### config.mk
export PLATFORM = sky130hd
export DESIGN_NAME = gsmm_axis
export DESIGN_NICKNAME = d
export VERILOG_FILES = /design/src/hw/rtl/gsmm_pkg.sv /design/src/hw/rtl/gsmm_axis.sv
export SDC_FILE = /design/constraint.sdc
export NUM_CORES = 1
export LEC_CHECK = 0
export ABC_AREA = 0
export BUFFER_PORTS_ARGS = -buffer_cell sky130_fd_sc_hd__buf_4
export CAP_MARGIN = 15
export CORE_AREA = 8 8 88 58
export DETAILED_ROUTE_END_ITERATION = 12
export DIE_AREA = 0 0 96 66
export PLACE_DENSITY = 0.93
export SLEW_MARGIN = 20
export SYNTH_ARGS = -nofsm -noshare
export SYNTH_HDL_FRONTEND = slang
export SYNTH_SLANG_ARGS = --single-unit
### constraint.sdc
create_clock -name vclk -period 4.27
set_input_delay 0.427 -clock vclk [all_inputs]
set_output_delay 0.427 -clock vclk [all_outputs]
set_load 0.02 [all_outputs]
### src/hw/rtl/gsmm_pkg.sv
// Shared types and constants for the grid store with minimum marking.
// No dependencies; every other file of the block imports this package.
`timescale 1ns / 1ps
`default_nettype none

package gsmm_pkg;

  localparam int unsigned COORD_W  = 16;
  localparam int unsigned VALUE_W  = 25;
  localparam int unsigned COUNT_W  = 7;
  localparam int unsigned ADDS_W   = 16;
  localparam int unsigned APB_AW   = 5;
  localparam int unsigned APB_DW   = 32;

  localparam logic [COUNT_W-1:0] MAX_MARKS = 7'd64;

  typedef enum logic [1:0] {
    ACT_ADD  = 2'd0,
    ACT_MARK = 2'd1,
    ACT_READ = 2'd2,
    ACT_NONE = 2'd3
  } action_e;

  typedef enum logic [1:0] {
    STAT_OK        = 2'd0,
    STAT_RANGE     = 2'd1,
    STAT_NONE_LEFT = 2'd2,
    STAT_UNUSED    = 2'd3
  } status_e;

  typedef enum logic [2:0] {
    REG_X_LOW  = 3'd0,
    REG_X_HIGH = 3'd1,
    REG_Y_LOW  = 3'd2,
    REG_Y_HIGH = 3'd3,
    REG_Z_LOW  = 3'd4,
    REG_Z_HIGH = 3'd5,
    REG_SPARE6 = 3'd6,
    REG_SPARE7 = 3'd7
  } reg_e;

  // one stored grid cell
  typedef struct packed {
    logic                       marked;
    logic signed [VALUE_W-1:0]  value;
  } cell_t;

  // one result item
  typedef struct packed {
    status_e                    status;
    logic signed [COORD_W-1:0]  x;
    logic signed [COORD_W-1:0]  y;
    logic signed [COORD_W-1:0]  z;
    logic signed [VALUE_W-1:0]  value;
    logic                       marked;
    logic [ADDS_W-1:0]          add_count;
    logic                       last;
  } result_t;

  // per-axis bounds check results
  typedef struct packed {
    logic in_range;
    logic empty;
  } axis_flags_t;

endpackage

`default_nettype wire

### src/hw/rtl/gsmm_axis.sv
// Bounds check for one grid axis: coordinate offset, range and empty flags and last scan index.
// Depends on gsmm_pkg.
`timescale 1ns / 1ps
`default_nettype none

module gsmm_axis
  import gsmm_pkg::*;
#(
  parameter int unsigned CELLS = 16
) (
  input  wire logic signed [COORD_W-1:0] coord_i,
  input  wire logic signed [COORD_W-1:0] low_i,
  input  wire logic signed [COORD_W-1:0] high_i,
  output axis_flags_t                    flags_o,
  output logic [((CELLS > 1) ? $clog2(CELLS) : 1)-1:0] index_o,
  output logic [((CELLS > 1) ? $clog2(CELLS) : 1)-1:0] last_o
);

  localparam int unsigned IW = (CELLS > 1) ? $clog2(CELLS) : 1;

  logic signed [COORD_W:0] off;
  logic signed [COORD_W:0] span;

  assign off  = {coord_i[COORD_W-1], coord_i} - {low_i[COORD_W-1], low_i};
  assign span = {high_i[COORD_W-1], high_i} - {low_i[COORD_W-1], low_i};

  assign flags_o.in_range = !off[COORD_W] && (coord_i <= high_i) &&
                            (off < $signed((COORD_W+1)'(CELLS)));
  assign flags_o.empty    = span[COORD_W];
  assign index_o          = off[IW-1:0];

  // last usable offset, clipped to the number of cells on this axis
  always_comb begin
    if (span >= $signed((COORD_W+1)'(CELLS - 1))) begin
      last_o = IW'(CELLS - 1);
    end else begin
      last_o = span[IW-1:0];
    end
  end

endmodule

`default_nettype wire

# [Yosys cells after proc, flatten, opt, wreduce, memory -nomap -nowiden]
# Index checks and enable logic that the tools add are counted.
[totals] regBits=0 output_inout_bits=10 elab_cells=9
[op_classes] add_sub_neg=2 n_lt_le_gt_ge=3 n_mux=1 n_reduce_logical=3
[op_table] cell="subtractor 16 x 16 -> 17 bit" n=2
[op_table] cell=">= comparator 17 x 5 -> 1 bit, second input constant" n=1
[op_table] cell="< comparator 17 x 6 -> 1 bit, second input constant" n=1
[op_table] cell="less-or-equal comparator 16 bit" n=1
[op_table] cell="2-to-1 mux 4 bit" n=1
[op_table] cell="logical AND 1 bit" n=2
[op_table] cell="zero test 1 bit" n=1

# [Longest topological paths before layout]
# Gate-level depths: netlist of the first run.
[logic_depth] word_depth=4 mapped_depth=12 mapped_depth_nobuf=12

# [Worst setup path after synthesis of the first run]
# OpenSTA, ideal clock, no wires.
[synth_timing] kind="input-to-output" startpoint="input port coord_i[0]" endpoint="output port flags_o[1] (netlist bit)" t_arrival_ps=2833 path_slack_ps=1010 cell_stages=11 n_path_buf=0 path_cell_list="inv_1 ha_1 inv_1 fa_1 a21o_1 a21oi_1 a22oi_1 a2111oi_0 nand3_1 or4_1 a211oi_2"
[synth_rtl] element="start: declaration" line_no="gsmm_axis.sv:11" text="input wire logic signed [COORD_W-1:0] coord_i,"
[synth_rtl] element="end: declaration" line_no="gsmm_axis.sv:14" text="output axis_flags_t flags_o,"

==> flow_summary_export.csv, run 1 <==
group,metric,value,unit
worst_setup_path,slowest_stage,"or4_1",
detailed_routing,viasPerCell,6.22,
cells_and_area,final_common_cell,"buf_4",
timing,maxSlewViolCount,0,
detailed_routing,wire_per_inst,16.6,um
detailed_routing,drc,0,
floorplan,fp.dieW,96,um
worst_setup_path,crit_required,3.84,ns
worst_setup_path,cp-end-kind,"output port",
placed_design,pre_cts_slack,0.620,ns
cells_and_area,mostFrequentLayoutCells,"58 x buf_4, 48 x inv_1, 48 x ha_1",
worst_hold_path,min-delay-start,"low_i[0]",
placed_design,portBuffers,58,
logic_synthesis,syn_area,2230,sq um
power_and_ir_drop,p_per_area,145,nW/um^2
cells_and_area,n_clock_buffer,0,
worst_setup_path,worst-endpoint-arrival,3.21,ns
clock_tree,cts_setup_buffers,0,
clock_tree,cts_resized,0,
cells_and_area,areaGrowthSynthToFinish,20.7,%
timing,finalCritPeriodShare,85.1,%
cells_and_area,antenna_cells,0,
detailed_routing,drt-total-wl,7040,um
cells_and_area,regArea,0,sq um
grt,grt_pass1_wl,11200,um
logic_synthesis,syn_area_per_cell,6.92,sq um
timing,fmax,275,MHz
worst_setup_path,cp_cell_sequence,"buf_4, inv_1, ha_1, inv_1, fa_1, a21o_1, a21oi_1, a22oi_1, a2111oi_0, nand3_1, or4_1, a211oi_2, buf_4",
clock_tree,ctsHoldBuffers,0,
power_and_ir_drop,p_leak,1.37,nW
flow_run,max_cap_violations,0,
grt,overflow,0,
logic_synthesis,ys_seq_area_share,0,%
timing,rsz0062_at_grt,"false",
cells_and_area,stdcell_count,423,
worst_setup_path,cpPeakStageDelay,0.57,ns
logic_synthesis,yosysUniqueCellTypes,64,
logic_synthesis,yosys_warnings,0,
detailed_routing,num_vias,2630,
placed_design,gp_congestion,1.08,
worst_setup_path,cp-start-kind,"primary input",
detailed_routing,dr.pass1.iters,5,
logic_synthesis,synth_cells,323,
worst_hold_path,worstHoldPathCells,4,
placed_design,place_inst,423,
run_status,status,"completed",
detailed_routing,drt-initial-drc-count,233,
power_and_ir_drop,max-vdd-ir-drop,0.103,mV
timing,tightest_slew,0.606,ns
floorplan,core,3900,sq um
floorplan,start_util,57.4,%
worst_hold_path,hold-path-endpoint,"index_o[0]",
floorplan,die-area,6340,sq um
cells_and_area,n_sequential_cell,0,
detailed_routing,ant_nets,0,
grt,grt_usage,21.4,%
grt,grt_pass1_vias,2409,
timing,fin_crit,3.63,ns
floorplan,pin_count,58,
logic_synthesis,syn_nets,421,
timing,setup_viol,0,
cells_and_area,finalNetCount,473,
timing,timing.final.ws_setup,0.638,ns
grt,antenna_found_initial,0,
floorplan,rows,18,
timing,slew_headroom,59.2,%
cells_and_area,layout-drive-gt1-share,18.0,%
grt,grt_max_degree,12,
worst_setup_path,cp_max_fo,3,
floorplan,die_h,66,um
power_and_ir_drop,power,0.392,mW
timing,hold_violations,0,
worst_setup_path,critPathKind,"primary input to output port",
worst_hold_path,hold_class,"primary input to output port",
placed_design,place_hpwl,6100,um
timing,setup_tns,0,ns
[how the worst max path moves through the flow]
stage,startpoint,cells after the start,slack [ns],end
2_1_floorplan,coord_i[0],11,1.01,flags_o[1]
3_3_place_gp,coord_i[0],13,0.72,flags_o[1]
3_5_place_dp,coord_i[0],13,0.62,flags_o[1]
4_1_cts,coord_i[0],13,0.61,flags_o[1]
5_1_grt,low_i[0],12,0.46,last_o[1]
6_report,coord_i[0],13,0.64,flags_o[1]
[power breakdown]
part           switching, mW  leakage (nW)  internal (mW)
combinational          0.219          1.37          0.173
sequential                 0             0              0
clock                      0             0              0
[cell type report]
| class | instances | area (sq um) |
|---|---|---|
| inverters | 48 | 180 |
| well taps | 50 | 62.6 |
| multi-input cells | 267 | 2020 |
| fillers | 351 | 1200 |
| repair buffers | 58 | 435 |
[layer usage]
| metal | share of wire (%) | GRT usage [%] | wire length [um] |
|---|---|---|---|
| met2 | 42 | 34.4 | 2930 |
| met3 | 11 | 4.31 | 793 |
| met5 | 0 | 0 | 0 |
| met4 | 0.98 | 1.71 | 69 |
| met1 | 46 | 29.4 | 3240 |
[cells by family after synthesis]
kind of cell             share of synthesized area (%)
AO/OA/AOI/OAI                                     34.8
XOR/XNOR                                          3.14
adder cells (fa/ha/maj)                           28.7
buffers and inverters                             9.69
multiplexers                                      1.85
AND/OR/NAND/NOR                                   21.8
[stage by stage]
step                      hold WS (ns)  instance area [sq um]  util, %
after floorplan                   1.04                   2230        -
after global routing              1.27                   2700     69.2
after CTS                         1.25                   2700     69.2
final                             1.25                   2700     69.2
after detailed placement          1.25                   2700     69.2
after global placement            1.24                   2700     69.2
[worst max-delay path, delay by kind of cell]
kind	cells	cell delay (ns)
AO/OA/AOI/OAI	5	1.10
buffers and inverters	4	0.41
adder cells (fa/ha/maj)	2	0.57
AND/OR/NAND/NOR	2	0.70
[synth_stat cells (3+ instances only)]
cell	instances	area [sq um]
nor3_1	5	25.0
o211ai_1	4	30.0
clkbuf_1	3	11.3
xnor2_1	5	43.8
xor2_1	3	26.3
o21a_1	6	45.0
a21oi_1	23	115
nand4_1	6	37.5
buf_2	5	25.0
and2_1	3	18.8
nand2_1	20	75.1
o21ai_1	8	40.0
a211oi_1	4	30.0
nand2b_1	8	50.1
o21ai_0	9	45.0
a21o_1	11	82.6
ha_1	48	601
a31oi_1	5	31.3
mux2i_1	3	30.0
o2111ai_1	4	35.0
nor2_1	26	97.6
nand3_1	6	30.0
nor2b_1	6	37.5
o22ai_1	3	18.8
inv_1	48	180
(Power assumes the default switching activity.)
==> run 2, diff against run 1 <==
==> constraint.sdc (replaced) <==
create_clock -name vclk -period 4.27
set_input_delay 0.427 -clock vclk [all_inputs]
set_output_delay 0.427 -clock vclk [all_outputs]
set_load 0.005 [all_outputs]
==> run 2 against run 1 <==
Net effect: worst hold slack worse by 0.023 ns; combinational power decreased by 5%; design area unchanged; global-route usage is 0.38 points higher; maximum frequency grew 0.79%; setup slack better by 0.028 ns; sequential cell count unchanged; clock-buffer cell count is the same; first-iteration DRC count increased by 5.2%; total power decreased by 4.7%; non-clock buffer count stayed put; via count down 1.7%.
==> flow_summary_export.csv, run 2 (synthesis gave the netlist of run 1 again) <==
group,metric,value,unit
placed_design,place_inst,423,
timing,fin_crit,3.60,ns
power_and_ir_drop,p_leak,1.37,nW
cells_and_area,finalNetCount,473,
grt,use_met2,34.3,%
timing,slew_headroom,60.7,%
cells_and_area,layout-drive-gt1-share,18.0,%
detailed_routing,ant_nets,0,
grt,use_met3,3.06,%
detailed_routing,dr.pass1.iters,5,
flow_run,max_cap_violations,0,
power_and_ir_drop,p_per_area,139,nW/um^2
timing,hold_ws,1.23,ns
timing,hold_violations,0,
worst_setup_path,cp-end-kind,"output port",
grt,busiest_layer,"met2",
detailed_routing,wire_per_inst,16.1,um
cells_and_area,areaGrowthSynthToFinish,20.7,%
worst_setup_path,crit_required,3.84,ns
floorplan,die_h,66,um
clock_tree,cts_setup_buffers,0,
grt,grt_max_degree,12,
worst_setup_path,cp-start-kind,"primary input",
detailed_routing,drt-total-wl,6820,um
timing,fmax,277,MHz
placed_design,place_hpwl,5990,um
worst_hold_path,min-delay-start,"low_i[0]",
floorplan,pin_count,58,
cells_and_area,n_fill_cell,359,
worst_setup_path,critPathKind,"primary input to output port",
timing,setup_viol,0,
grt,grt_pass1_wl,11500,um
power_and_ir_drop,power,0.374,mW
timing,finalCritPeriodShare,84.4,%
floorplan,rows,18,
cells_and_area,regArea,0,sq um
worst_setup_path,cp_max_fo,3,
cells_and_area,final_common_cell,"buf_4",
detailed_routing,drc,0,
timing,rsz0062_at_grt,"false",
floorplan,start_util,57.4,%
placed_design,pre_cts_slack,0.697,ns
timing,tightest_slew,0.586,ns
floorplan,fp.dieW,96,um
cells_and_area,stdcell_count,423,
detailed_routing,viasPerCell,6.11,
floorplan,die-area,6340,sq um
clock_tree,ctsHoldBuffers,0,
run_status,status,"completed",
grt,overflow,0,
worst_hold_path,hold_class,"primary input to output port",
cells_and_area,n_clock_buffer,0,
cells_and_area,mostFrequentLayoutCells,"58 x buf_4, 48 x inv_1, 48 x ha_1",
placed_design,portBuffers,58,
worst_setup_path,critPathLaunch,"coord_i[0]",
grt,grt_usage,21.7,%
grt,grt_use_met1,30.8,%
cells_and_area,multi_input_area,2020,sq um
cells_and_area,antenna_cells,0,
detailed_routing,drt-initial-drc-count,245,
floorplan,core,3900,sq um
timing,maxSlewViolCount,0,
worst_setup_path,worst-endpoint-arrival,3.18,ns
grt,antenna_found_initial,0,
detailed_routing,num_vias,2585,
power_and_ir_drop,max-vdd-ir-drop,0.0904,mV
placed_design,gp_congestion,1.03,
timing,setup_tns,0,ns
clock_tree,cts_resized,0,
cells_and_area,n_sequential_cell,0,
grt,grt_pass1_vias,2497,
timing,timing.final.ws_setup,0.666,ns
-- run 2: cell counts in the layout (fill, tap and decap cells not counted) --
Identical to the previous run, type by type.
-- run 2: per-layer routing --
| layer | share of wire (%) | vias up |
|---|---|---|
| met5 | 0 | - |
| met4 | 1.4 | 0 |
| met3 | 11 | 8 |
| met2 | 41 | 122 |
| met1 | 47 | 1157 |
| li1 | - | 1298 |
-- run 2: worst max-delay path, cell delays in order --
cell       delay (ns)
buf_4            0.11
inv_1            0.07
ha_1             0.18
inv_1            0.06
fa_1             0.41
a21o_1           0.19
a21oi_1          0.25
a22oi_1          0.13
a2111oi_0        0.34
nand3_1          0.12
or4_1            0.59
a211oi_2         0.17
buf_4            0.14
-- run 2: cell type report --
| type | count | share of cell area (%) |
|---|---|---|
| timing repair buffer | 58 | 16.1 |
| inverter | 48 | 6.68 |
| multi-input combinational | 267 | 74.8 |
| tap | 50 | 2.32 |
-- run 2: final timing paths --
| check | endpoint | slack [ns] | cells after the start |
|---|---|---|---|
| max | flags_o[1] | 0.67 | 13 |
| min | index_o[0] | 1.23 | 4 |
-- run 2: through the flow --
stage	utilization (%)	instance area, sq um
2_1_floorplan	-	2230
3_3_place_gp	69.2	2700
3_5_place_dp	69.2	2700
4_1_cts	69.2	2700
5_1_grt	69.2	2700
6_report	69.2	2700
-- run 2: report_power, final --
group	internal [mW]	switching [mW]	leakage [nW]
sequential	0	0	0
combinational	0.172	0.202	1.37
clock	0	0	0
total	0.172	0.202	1.37
